==> src/rtl/rvdec_pkg.sv <==
// Shared types, opcodes and decode result structure of the RV32I instruction decoder.
package rvdec_pkg;

	localparam int unsigned WordWidth = 32;
	localparam int unsigned RegIdxWidth = 5;

	typedef logic [6:0] opcode_t;

	localparam opcode_t OP_LUI    = 7'b0110111;
	localparam opcode_t OP_AUIPC  = 7'b0010111;
	localparam opcode_t OP_JAL    = 7'b1101111;
	localparam opcode_t OP_JALR   = 7'b1100111;
	localparam opcode_t OP_BRANCH = 7'b1100011;
	localparam opcode_t OP_LOAD   = 7'b0000011;
	localparam opcode_t OP_STORE  = 7'b0100011;
	localparam opcode_t OP_ALUI   = 7'b0010011;
	localparam opcode_t OP_ALU    = 7'b0110011;
	localparam opcode_t OP_ENV    = 7'b1110011;

	localparam logic [6:0] F7_BASE = 7'b0000000;
	localparam logic [6:0] F7_ALT  = 7'b0100000;

	localparam logic [WordWidth-1:0] IMM_R_FMT = 32'hFFFF_FFFF;
	localparam logic [WordWidth-1:0] IMM_X_FMT = 32'hFFFF_FFFE;

	typedef enum logic [2:0] {
		FMT_R = 3'd0,
		FMT_I = 3'd1,
		FMT_S = 3'd2,
		FMT_B = 3'd3,
		FMT_U = 3'd4,
		FMT_J = 3'd5,
		FMT_X = 3'd6
	} fmt_t;

	typedef enum logic [5:0] {
		KIND_UNSUP = 6'd0,
		KIND_LUI   = 6'd1,
		KIND_AUIPC = 6'd2,
		KIND_JAL   = 6'd3,
		KIND_JALR  = 6'd4,
		KIND_BEQ   = 6'd5,
		KIND_BNE   = 6'd6,
		KIND_BLT   = 6'd7,
		KIND_BGE   = 6'd8,
		KIND_BLTU  = 6'd9,
		KIND_BGEU  = 6'd10,
		KIND_LB    = 6'd11,
		KIND_LH    = 6'd12,
		KIND_LW    = 6'd13,
		KIND_LBU   = 6'd14,
		KIND_LHU   = 6'd15,
		KIND_SB    = 6'd16,
		KIND_SH    = 6'd17,
		KIND_SW    = 6'd18,
		KIND_ADDI  = 6'd19,
		KIND_SLTI  = 6'd20,
		KIND_SLTIU = 6'd21,
		KIND_XORI  = 6'd22,
		KIND_ORI   = 6'd23,
		KIND_ANDI  = 6'd24,
		KIND_SLLI  = 6'd25,
		KIND_SRLI  = 6'd26,
		KIND_SRAI  = 6'd27,
		KIND_ADD   = 6'd28,
		KIND_SUB   = 6'd29,
		KIND_SLL   = 6'd30,
		KIND_SLT   = 6'd31,
		KIND_SLTU  = 6'd32,
		KIND_XOR   = 6'd33,
		KIND_SRL   = 6'd34,
		KIND_SRA   = 6'd35,
		KIND_OR    = 6'd36,
		KIND_AND   = 6'd37,
		KIND_ECALL = 6'd38
	} kind_t;

	typedef struct packed {
		kind_t                        kind;
		fmt_t                         fmt;
		logic signed [WordWidth-1:0]  imm;
		logic [RegIdxWidth-1:0]       rd;
		logic [RegIdxWidth-1:0]       rs1;
		logic [RegIdxWidth-1:0]       rs2;
	} dec_res_t;

endpackage

==> src/rtl/rvdec_decode.sv <==
// Combinational decode of one RV32I instruction word into kind, format, immediate and registers.
module rvdec_decode (
	input  logic [rvdec_pkg::WordWidth-1:0] word,
	output rvdec_pkg::dec_res_t             res
);
	import rvdec_pkg::*;

	opcode_t    opcode;
	logic [2:0] f3;
	logic [6:0] f7;
	kind_t      kind;
	fmt_t       fmt;
	logic [WordWidth-1:0] imm;

	assign opcode = word[6:0];
	assign f3     = word[14:12];
	assign f7     = word[31:25];

	always_comb begin
		case (opcode)
			OP_BRANCH: fmt = FMT_B;
			OP_LUI, OP_AUIPC: fmt = FMT_U;
			OP_JAL: fmt = FMT_J;
			OP_JALR, OP_LOAD, OP_ALUI, OP_ENV: fmt = FMT_I;
			OP_ALU: fmt = FMT_R;
			OP_STORE: fmt = FMT_S;
			default: fmt = FMT_X;
		endcase
	end

	always_comb begin
		kind = KIND_UNSUP;
		case (opcode)
			OP_LUI: kind = KIND_LUI;
			OP_AUIPC: kind = KIND_AUIPC;
			OP_JAL: kind = KIND_JAL;
			OP_JALR: kind = KIND_JALR;
			OP_BRANCH: begin
				case (f3)
					3'd0: kind = KIND_BEQ;
					3'd1: kind = KIND_BNE;
					3'd4: kind = KIND_BLT;
					3'd5: kind = KIND_BGE;
					3'd6: kind = KIND_BLTU;
					3'd7: kind = KIND_BGEU;
					default: kind = KIND_UNSUP;
				endcase
			end
			OP_LOAD: begin
				case (f3)
					3'd0: kind = KIND_LB;
					3'd1: kind = KIND_LH;
					3'd2: kind = KIND_LW;
					3'd4: kind = KIND_LBU;
					3'd5: kind = KIND_LHU;
					default: kind = KIND_UNSUP;
				endcase
			end
			OP_STORE: begin
				case (f3)
					3'd0: kind = KIND_SB;
					3'd1: kind = KIND_SH;
					3'd2: kind = KIND_SW;
					default: kind = KIND_UNSUP;
				endcase
			end
			OP_ALUI: begin
				case (f3)
					3'd0: kind = KIND_ADDI;
					3'd1: kind = KIND_SLLI;
					3'd2: kind = KIND_SLTI;
					3'd3: kind = KIND_SLTIU;
					3'd4: kind = KIND_XORI;
					3'd5: begin
						if (f7 == F7_BASE) begin
							kind = KIND_SRLI;
						end else if (f7 == F7_ALT) begin
							kind = KIND_SRAI;
						end
					end
					3'd6: kind = KIND_ORI;
					3'd7: kind = KIND_ANDI;
					default: kind = KIND_UNSUP;
				endcase
			end
			OP_ALU: begin
				case (f3)
					3'd0: begin
						if (f7 == F7_BASE) begin
							kind = KIND_ADD;
						end else if (f7 == F7_ALT) begin
							kind = KIND_SUB;
						end
					end
					3'd1: kind = KIND_SLL;
					3'd2: kind = KIND_SLT;
					3'd3: kind = KIND_SLTU;
					3'd4: kind = KIND_XOR;
					3'd5: begin
						if (f7 == F7_BASE) begin
							kind = KIND_SRL;
						end else if (f7 == F7_ALT) begin
							kind = KIND_SRA;
						end
					end
					3'd6: kind = KIND_OR;
					3'd7: kind = KIND_AND;
					default: kind = KIND_UNSUP;
				endcase
			end
			OP_ENV: begin
				if (word[31:20] == 12'd0) begin
					kind = KIND_ECALL;
				end
			end
			default: kind = KIND_UNSUP;
		endcase
	end

	always_comb begin
		case (fmt)
			FMT_I: imm = {{21{word[31]}}, word[30:20]};
			FMT_S: imm = {{21{word[31]}}, word[30:25], word[11:7]};
			FMT_B: imm = {{20{word[31]}}, word[7], word[30:25], word[11:8], 1'b0};
			FMT_U: imm = {word[31:12], 12'd0};
			FMT_J: imm = {{12{word[31]}}, word[19:12], word[20], word[30:21], 1'b0};
			FMT_R: imm = IMM_R_FMT;
			default: imm = IMM_X_FMT;
		endcase
	end

	always_comb begin
		res.kind = kind;
		res.fmt  = fmt;
		res.imm  = $signed(imm);
		res.rd   = word[11:7];
		res.rs1  = word[19:15];
		res.rs2  = word[24:20];
	end

endmodule

==> src/rtl/rv32i_instruction_decoder_unit.sv <==
// Top level of the RV32I instruction decoder: input register, decode logic and result register.
//
// The decoder accepts one instruction word per clock cycle while in_stall is low and returns one
// result per word. The word is captured in an input register, decoded by a single pass of
// combinational logic, and the result is held in an output register; each register advances
// whenever the stage after it is empty or moving, so a stall on the output holds both stages
// and is passed back to the input through in_stall.
module rv32i_instruction_decoder_unit (
	input  logic                                   clk,
	input  logic                                   arst_n,
	input  logic                                   in_valid,
	output logic                                   in_stall,
	input  logic [rvdec_pkg::WordWidth-1:0]        instruction_word,
	output logic                                   out_valid,
	input  logic                                   out_stall,
	output logic [5:0]                             instruction_kind,
	output logic [2:0]                             format_kind,
	output logic signed [rvdec_pkg::WordWidth-1:0] immediate_value,
	output logic [rvdec_pkg::RegIdxWidth-1:0]      dest_register,
	output logic [rvdec_pkg::RegIdxWidth-1:0]      source_register_one,
	output logic [rvdec_pkg::RegIdxWidth-1:0]      source_register_two
);
	import rvdec_pkg::*;

	logic                 valid_s1;
	logic [WordWidth-1:0] word_s1;
	logic                 valid_s2;
	dec_res_t             res_s2;
	dec_res_t             dec_res;
	logic                 adv_s2;
	logic                 adv_s1;

	assign adv_s2   = !valid_s2 || !out_stall;
	assign adv_s1   = !valid_s1 || adv_s2;
	assign in_stall = !adv_s1;

	always_ff @(posedge clk or negedge arst_n) begin
		if (!arst_n) begin
			valid_s1 <= 1'b0;
		end else if (adv_s1) begin
			valid_s1 <= in_valid;
		end
	end

	always_ff @(posedge clk) begin
		if (adv_s1 && in_valid) begin
			word_s1 <= instruction_word;
		end
	end

	rvdec_decode u_decode (
		.word (word_s1),
		.res  (dec_res)
	);

	always_ff @(posedge clk or negedge arst_n) begin
		if (!arst_n) begin
			valid_s2 <= 1'b0;
		end else if (adv_s2) begin
			valid_s2 <= valid_s1;
		end
	end

	always_ff @(posedge clk) begin
		if (adv_s2 && valid_s1) begin
			res_s2 <= dec_res;
		end
	end

	assign out_valid           = valid_s2;
	assign instruction_kind    = res_s2.kind;
	assign format_kind         = res_s2.fmt;
	assign immediate_value     = res_s2.imm;
	assign dest_register       = res_s2.rd;
	assign source_register_one = res_s2.rs1;
	assign source_register_two = res_s2.rs2;

	a_stall_only_when_full: assert property (@(posedge clk) disable iff (!arst_n)
		in_stall |-> (valid_s1 && valid_s2 && out_stall))
		else $error("Input stalled while a pipeline stage was free.");

	a_accept_fills_s1: assert property (@(posedge clk) disable iff (!arst_n)
		(in_valid && !in_stall) |=> valid_s1)
		else $error("Accepted transfer did not reach the input register.");

	a_unknown_is_unsup: assert property (@(posedge clk) disable iff (!arst_n)
		(out_valid && format_kind == FMT_X) |->
		(instruction_kind == KIND_UNSUP && immediate_value == $signed(IMM_X_FMT)))
		else $error("Unknown format with a supported kind or wrong immediate.");

	a_r_fmt_imm: assert property (@(posedge clk) disable iff (!arst_n)
		(out_valid && format_kind == FMT_R) |-> immediate_value == $signed(IMM_R_FMT))
		else $error("R format result without the all-ones immediate.");

	a_ecall_fields: assert property (@(posedge clk) disable iff (!arst_n)
		(out_valid && instruction_kind == KIND_ECALL) |->
		(format_kind == FMT_I && immediate_value == '0 && source_register_two == '0))
		else $error("ECALL decoded with nonzero function field.");

endmodule

==> config.mk <==
export PLATFORM = sky130hd
export DESIGN_NAME = rv32i_instruction_decoder_unit
export DESIGN_NICKNAME = d
export VERILOG_FILES = /design/src/rtl/rvdec_pkg.sv /design/src/rtl/rvdec_decode.sv /design/src/rtl/rv32i_instruction_decoder_unit.sv
export SDC_FILE = /design/constraint.sdc
export NUM_CORES = 1
export LEC_CHECK = 0
export ABC_AREA = 1
export CORE_MARGIN = 5
export CORE_UTILIZATION = 55
export CTS_CLUSTER_DIAMETER = 40
export DETAILED_ROUTE_END_ITERATION = 16
export DONT_BUFFER_PORTS = 1
export HOLD_SLACK_MARGIN = 0.05
export MAX_ROUTING_LAYER = met4
export PLACE_DENSITY = 0.7
export SETUP_SLACK_MARGIN = 0.3
export SYNTH_ARGS = -nofsm -noshare
export SYNTH_HDL_FRONTEND = slang
export SYNTH_SLANG_ARGS = --single-unit
==> constraint.sdc <==
create_clock -name clk -period 3.4 [get_ports clk]
set_input_delay 0.68 -clock clk [delete_from_list [all_inputs] [get_ports clk]]
set_output_delay 0.68 -clock clk [all_outputs]
set_load 0.01 [all_outputs]
==> run metrics, run 1 <==
outcome finished, final reports clean; Detailed Routing Iterations Pass 1 5; maximum vdd drop 0.2533 mV; initial antenna violation count 0; via/cell ratio 5.580; WP data required 3.48 ns; worst slew pin tran 0.7241 ns; CTS tree yes; DR WL/cell 16.90 µm; clk slew on worst S/H paths 0.09 ns; commonest non-fill, non-tap cells in the layout nand2_1, edfxtp_1, nor2_1, nand3_1, inv_1; # nets final 486; CP arrival 2.05 ns; Tcrit/Tclk final 58.08%; # fillers 651; Mapped Area 0.004373 mm²; Clock Path Buffers 2; share of the synthesized area in the top cell type 60.43%; vias in the first global route 2926; HPWL Detailed 6645 µm; CP endpoint kind register; commonest non-fill, non-tap cell in the layout nand2_1; GP Congestion 0.9052; # port buffers 0; clock root buffer clkbuf_8; Initial DRC Count 235; Overall Global Routing Usage 20.44%; H-tree Lvls 3; Sink Count 90; Pwr Density 480.6 mW/mm²; DIE HEIGHT 99.17 µm; crit path max-delay cell type edfxtp_1; synth top area cells edfxtp_1, nand2_1, nor2_1; Chip Width 99.17 µm; post-synth top area cell edfxtp_1; RSZ-0062 raised after global routing no; final instance area 0.004606 mm²; average size of a mapped cell 9.653 µm²; Slew headroom 51.62%; Ys Warns 0; register area share after synthesis 61.57%; # DRC 0; Site Rows 32; Worst setup SP type register; Area Growth Syn to Fin 5.322%; layout cells sized above 1 10.55%; worst-path maximum fanout 8; core area 0.007727 mm²; post-synthesis register bit count 90; Pins Over Slew Limit 0; Overflow after GRT 0; Yosys cell types 24; antenna-violating nets left 0; Max Clk Rate 506.4 MHz; n_diodes 0; dpl cell area 0.004425 mm²; r2r setup slk 1.43 ns; worst hold path class in -> reg; DR vias 3108; I/O Pins 94; die area 0.009834 mm²; WHS 0.4166 ns; CP Class reg -> reg; final wirelength 9413 µm; cell mode on critical path nand2_1; CP Cell Sequence inv_1 > nand2_1 > nor2_1 > o21ai_0 > nand2_1 > nand4_1; Hold Violations, Final 0; Final Setup Violations 0; maxcap violations 0; CTS-repair resized insts 0; pin count of the biggest net entering global routing 39; CTS buffer count 9; Worst Clk Skew 0.01469 ns; Leak 1.794 nW; max incr delay on CP 0.53 ns; Final min period 1.975 ns; Skew-Pair Late Insertion Delay 0.35 ns; Syn Inst Count 453; syn_nets 489; Fin Setup TNS 0 ns; first-pass GRT wire length 15230 µm; Initial Utilization 56.59%
## flip-flops by register name (all words and copies together), names as in the netlist
signal	flops
immediate_value	32
out_valid	1
dest_register	5
valid_s1	1
source_register_one	5
source_register_two	5
word_s1	32
instruction_kind	6
format_kind	3
## critical path, delay by kind of cell (launching register included)
family	cells	cell delay, ns
AOI/OAI and AO/OA	1	0.22
DFF	1	0.53
and+or+nand+nor	4	0.74
buffers and inverters	1	0.22
## Yosys cell counts
master and instances:
buf_4 5, a21oi_4 1, buf_2 10, nand2_1 133
inv_2 5, nor3b_1 1, o21ai_0 14, nor2_2 3
nand3_1 42, nand2_4 3, nand2_2 3, dfrtp_1 2
nor2_4 2, or2_2 1, o211ai_1 1, nand4_1 14
nand3b_1 1, o21ai_2 1, nand3_2 11, inv_1 31
a21oi_1 5, buf_6 3, nor2_1 73, edfxtp_1 88
## per-stage QoR
step	utilization [%]	power [mW]	cells	setup slack, ns
2_1_floorplan	-	1.541	453	0.6622
3_3_place_gp	57.27	1.596	540	1.379
3_5_place_dp	57.27	1.600	540	1.458
4_1_cts	59.60	2.231	557	1.467
5_1_grt	59.60	2.319	557	1.303
6_report	59.60	2.213	557	1.425
## cells by family (layout without fill, tap and decap cells)
| kind of cell | Yosys count | after routing | share of synthesized area [%] |
|---|---|---|---|
| buffers and inverters | 54 | 56 | 5.866 |
| AND/OR/NAND/NOR | 287 | 287 | 29.64 |
| flip-flops | 90 | 90 | 61.57 |
| AO/OA/AOI/OAI | 22 | 22 | 2.919 |
## path summary, 6_finish.rpt
kind / startpoint / endpoint / depth (start not counted)
min in group asynchronous: arst_n / out_valid / 1
max in group asynchronous: arst_n / valid_s1 / 1
worst max-delay path: word_s1[13] / instruction_kind[3] / 6
worst min register to register: word_s1[11] / dest_register[4] / 0
worst max register to register: word_s1[13] / instruction_kind[3] / 6
worst min-delay path: instruction_word[10] / word_s1[10] / 0
## routing by layer
layer | wire, µm | part of all wire [%] | up-vias | track usage (%)
met5 | 0 | 0 | - | -
met1 | 4114 | 44 | 1438 | 27.14
met3 | 653 | 6.9 | 18 | 4.278
met4 | 199 | 2.1 | 0 | 8.088
met2 | 4446 | 47 | 147 | 30.99
li1 | - | - | 1505 | -
## report_power, final
group	leakage [nW]	internal (mW)	switching, mW
sequential	0.801	1.33	0.0810
clock	0.0722	0.269	0.372
combinational	0.921	0.0424	0.124
## cell type report
class | count | area, µm² | share of cell area (%)
repair buffers | 4 | 45.04 | 0.9780
clock buffers | 11 | 131.4 | 2.852
clock inverters | 5 | 38.79 | 0.8422
multi-input cells | 309 | 1435 | 31.16
inverters | 36 | 135.1 | 2.934
flip-flops and latches | 90 | 2693 | 58.46
well taps | 102 | 127.6 | 2.771
## timing repair
item | in CTS | in global routing
hold buffers | 1 | 0
hold endpoints to repair | 2 | 0
buffers inserted | 0 | 0
Note: power is estimated with default switching activity, not from simulation.
==> run 2: changes to the inputs <==
clock period = 1.7 ns   (was 3.4 ns; I/O delays follow)
==> run 2 against run 1 <==
Net effect: flip-flop and latch count unchanged; clock-buffer cell count down 2; setup slack worse by 1.5 ns; the run now ends with setup timing left; final cell count up 17%; design area up 31%; total power up 120%; routed wire length up 36%; clock power up 120%; global-route usage up 4.2 points.
==> run metrics, run 2 (synthesis results as in run 1) <==
outcome complete, but fails checks; failing checks setup timing; first-pass GRT wire length 18300 µm; DR WL/cell 19.78 µm; DP Worst Slack -0.1066 ns; layout cells sized above 1 36.20%; Pwr Density 809.8 mW/mm²; Overall Global Routing Usage 24.67%; cell internal pwr 3.494 mW; Final min period 1.793 ns; n_diodes 0; antenna-violating nets left 0; CTS buffer count 9; Detailed Routing Iterations Pass 1 6; HPWL Detailed 7450 µm; maxcap violations 0; Chip Width 99.17 µm; sequential power share 57.2%; Worst setup SP type register; WHS 0.06855 ns; # port buffers 0; Clock Path Buffers 2; DR vias 3714; dpl cell area 0.004811 mm²; initial antenna violation count 0; die area 0.009834 mm²; worst hold path class in -> reg; clock root buffer clkbuf_8; # nets final 578; core area 0.007727 mm²; Initial DRC Count 285; commonest non-fill, non-tap cells in the layout nand2_1, edfxtp_1, nor2_1, buf_4, dlygate4sd3_1; # fillers 443; Tcrit/Tclk final 105.5%; Worst Clk Skew 0.01091 ns; Hold Violations, Final 0; commonest non-fill, non-tap cell in the layout nand2_1; CP arrival 1.91 ns; Skew-Pair Late Insertion Delay 0.37 ns; Final Setup Violations 32; net switching power of the design 1.407 mW; Pins Over Slew Limit 0; RSZ-0062 raised after global routing yes; I/O Pins 94; GP Congestion 0.9358; CTS tree yes; final wirelength 12840 µm; worst slew pin tran 0.3626 ns; Overflow after GRT 0; global routing usage on met3 5.680%; met2 GRT Util 39.51%; Sw Ratio 28.70%; post-route worst setup slack -0.09307 ns; DIE HEIGHT 99.17 µm; maximum vdd drop 0.7759 mV; Sink Count 90; Leak 2.397 nW; Max Clk Rate 557.7 MHz; M1 GR Usage 31.51%; CP endpoint kind register; worst-path maximum fanout 8; Area Growth Syn to Fin 38.40%; Site Rows 32; Clock Power Share 29.2%; WP data required 1.81 ns; via/cell ratio 5.723; final instance area 0.006052 mm²; GR peak layer met2; H-tree Lvls 3; vias in the first global route 3504; pin count of the biggest net entering global routing 57; clk slew on worst S/H paths 0.10 ns; Comb pwr share 13.6%; CP Class reg -> reg; Initial Utilization 56.59%; Slew headroom 75.73%; # DRC 0
run 2: worst max-delay path: stages (launching register included):
cell and delay (ns):
edfxtp_1 0.50, inv_1 0.13, nand2_1 0.09, nor2_2 0.18, nand2_2 0.11, nand2_4 0.09
nor2_4 0.05, nand2_8 0.15, buf_6 0.14, nand4_1 0.09
run 2: repair_timing:
item | CTS | global route
endpoints found under the hold margin | 23 | 5
gates cloned | 5 | 3
hold buffers | 22 | 5
pin swaps | 12 | 20
resized for setup | 41 | 63
endpoints found under the setup margin | 65 | 74
setup buffers | 17 | 11
run 2: area by class of cell:
| cell class | count | area (µm²) | area share [%] |
|---|---|---|---|
| clock inverter | 7 | 70.07 | 1.158 |
| inverter | 36 | 156.4 | 2.584 |
| sequential | 90 | 2694 | 44.51 |
| tap | 102 | 127.6 | 2.109 |
| clock buffer | 9 | 123.9 | 2.047 |
| multi-input combinational | 309 | 1831 | 30.25 |
| timing repair buffer | 96 | 1050 | 17.35 |
run 2: worst paths after layout:
path                                 startpoint                      to  slack, ns  depth (start not counted)
max                                  word_s1[3]      immediate_value[2]      -0.09                          9
min                        instruction_word[28]             word_s1[28]       0.07                          0
max reg2reg                          word_s1[3]      immediate_value[2]      -0.09                          9
min reg2reg                         word_s1[18]  source_register_one[3]       0.49                          0
max in group asynchronous                arst_n               out_valid       1.35                          1
min in group asynchronous                arst_n                valid_s1       0.20                          1
run 2: per-stage QoR:
step	power [mW]	instances	setup TNS [ns]	utilization [%]
after global routing	5.107	649	-2.707	78.32
final	4.901	649	-1.920	78.32
after global placement	3.276	570	-0.5208	62.26
after CTS	4.810	630	0	72.88
after detailed placement	3.282	570	-1.074	62.26
after floorplan	3.110	453	-6.959	-
run 2: routing by layer:
metal  wire, µm  part of all wire [%]
met4        191                   1.5
met3       1055                   8.2
met1       4866                    38
met5          0                     0
met2       6727                    52
run 2: power groups by stage:
stage               Clock, mW  Combinational, mW  Sequential, mW
global placement            0              0.426            2.85
finish                   1.43              0.666            2.80
CTS                      1.46              0.557            2.80
detailed placement          0              0.429            2.85
global route             1.58              0.715            2.82
floorplan                   0              0.288            2.82
==> run 3: changes to the inputs <==
CORE_UTILIZATION = 54   (was 55)
PLACE_DENSITY = 0.69   (was 0.7)
==> run 3 against run 2 <==
Net effect: the run still ends with setup timing left; sequential share of layout area grew 0.074 points; routed wire length fell by 3.0%; final cell count up 0.92%; clock-buffer cell count grew 1; combinational power shrank 5.4%; sequential power about the same; largest power group unchanged.
==> run metrics, run 3 (synthesis results as in run 1) <==
outcome complete, but fails checks; failing checks setup timing; Pwr Total 4.867 mW; antenna-violating nets left 0; worst slew pin tran 0.4097 ns; vias in the first global route 3370; Sink Count 90; n_diodes 0; Worst Clk Skew 0.01375 ns; Site Rows 32; core area 0.007807 mm²; Overflow after GRT 0; # port buffers 0; HPWL Detailed 7637 µm; # nets final 584; sequential power share 57.6%; dpl cell area 0.004853 mm²; commonest non-fill, non-tap cell in the layout nand2_1; DP Worst Slack -0.03473 ns; DR WL/cell 19.02 µm; maxcap violations 0; placed insts 574; Detailed Routing Iterations Pass 1 5; pin count of the biggest net entering global routing 57; first-pass GRT wire length 17420 µm; clock root buffer clkbuf_8; net switching power of the design 1.387 mW; I/O Pins 94; RSZ-0062 raised after global routing yes; area of the multi-input gates 0.001815 mm²; Initial Utilization 56.01%; Max Clk Rate 545.9 MHz; CP Cell Sequence inv_1 > nand2_1 > nor2_1 > nand2_1 > nand2_1 > nor2_2 > nand2_4 > buf_6 > nand4_1; CP Class reg -> reg; WHS 0.08648 ns; Slew headroom 72.59%; cell mode on critical path nand2_1; post-route worst setup slack -0.1317 ns; commonest non-fill, non-tap cells in the layout nand2_1, edfxtp_1, nor2_1, buf_4, dlygate4sd3_1; Sw Ratio 28.50%; via/cell ratio 5.582; # fillers 466; clk slew on worst S/H paths 0.10 ns; final instance area 0.006042 mm²; CP endpoint kind register; non-filler instance count after layout 655; die area 0.009998 mm²; DR vias 3656; WP data required 1.81 ns; Final min period 1.832 ns; max incr delay on CP 0.52 ns; # DRC 0; layout cells sized above 1 35.80%; worst hold path class in -> reg; CTS tree yes; Pins Over Slew Limit 0; Overall Global Routing Usage 23.26%; Initial DRC Count 270; initial antenna violation count 0; Skew-Pair Late Insertion Delay 0.38 ns; Comb pwr share 12.9%; CTS buffer count 9; CP arrival 1.94 ns; Hold Violations, Final 0; final core occ 77.39%; DIE HEIGHT 99.99 µm; Worst setup SP type register; Clock Path Buffers 2; Tcrit/Tclk final 107.7%; Sequential Area 0.002694 mm²; Fin Setup TNS -3.390 ns; final wirelength 12460 µm; Chip Width 99.99 µm; crit path max-delay cell type edfxtp_1; Leak 2.416 nW; worst-path maximum fanout 11; cell internal pwr 3.480 mW; Clock Power Share 29.5%; Final Setup Violations 33; Area Growth Syn to Fin 38.17%; GP Congestion 0.9689; Pwr Density 805.6 mW/mm²; H-tree Lvls 3; maximum vdd drop 0.7539 mV
-- run 3: layout make-up --
class                   instances  area share (%)
inverters                      36           2.423
well taps                     102           2.112
multi-input cells             310           30.05
repair buffers                101           17.77
clock inverters                 6          0.9526
flip-flops and latches         90           44.58
clock buffers                  10           2.112
-- run 3: worst max-delay path, delay by kind of cell (launching register included) --
kind	cells	cell delay, ns
DFF	1	0.52
and+or+nand+nor	7	0.74
buffers and inverters	2	0.30
-- run 3: path summary, 6_finish.rpt --
check / from / endpoint / slack [ns] / cells after the start
setup / recovery: word_s1[3] / immediate_value[3] / -0.13 / 9
hold / removal: in_valid / valid_s1 / 0.09 / 2
setup reg to reg: word_s1[3] / immediate_value[3] / -0.13 / 9
hold reg to reg: word_s1[11] / dest_register[4] / 0.49 / 0
max in group asynchronous: arst_n / out_valid / 1.38 / 1
min in group asynchronous: arst_n / out_valid / 0.19 / 1
-- run 3: per-layer routing --
metal / global-route usage, % / vias up / wire, µm
met5: - / - / 0
met4: 6.114 / 0 / 187
met3: 4.378 / 20 / 1009
met2: 37.25 / 186 / 6327
met1: 30.81 / 1745 / 4933
li1: - / 1705 / -
-- run 3: power groups by stage --
stage               sequential, mW  combinational (mW)  clock, mW
floorplan                     2.82               0.288          0
detailed placement            2.85               0.440          0
finish                        2.80               0.630       1.44
global placement              2.85               0.434          0
global route                  2.82               0.677       1.56
CTS                           2.80               0.522       1.44
-- run 3: timing repair --
item,4_1_cts,5_1_grt
pin swaps,17,17
endpoints found under the setup margin,73,74
hold endpoints to repair,14,20
resized for setup,39,53
cloned,2,4
hold buffers,13,20
buffers inserted,15,11
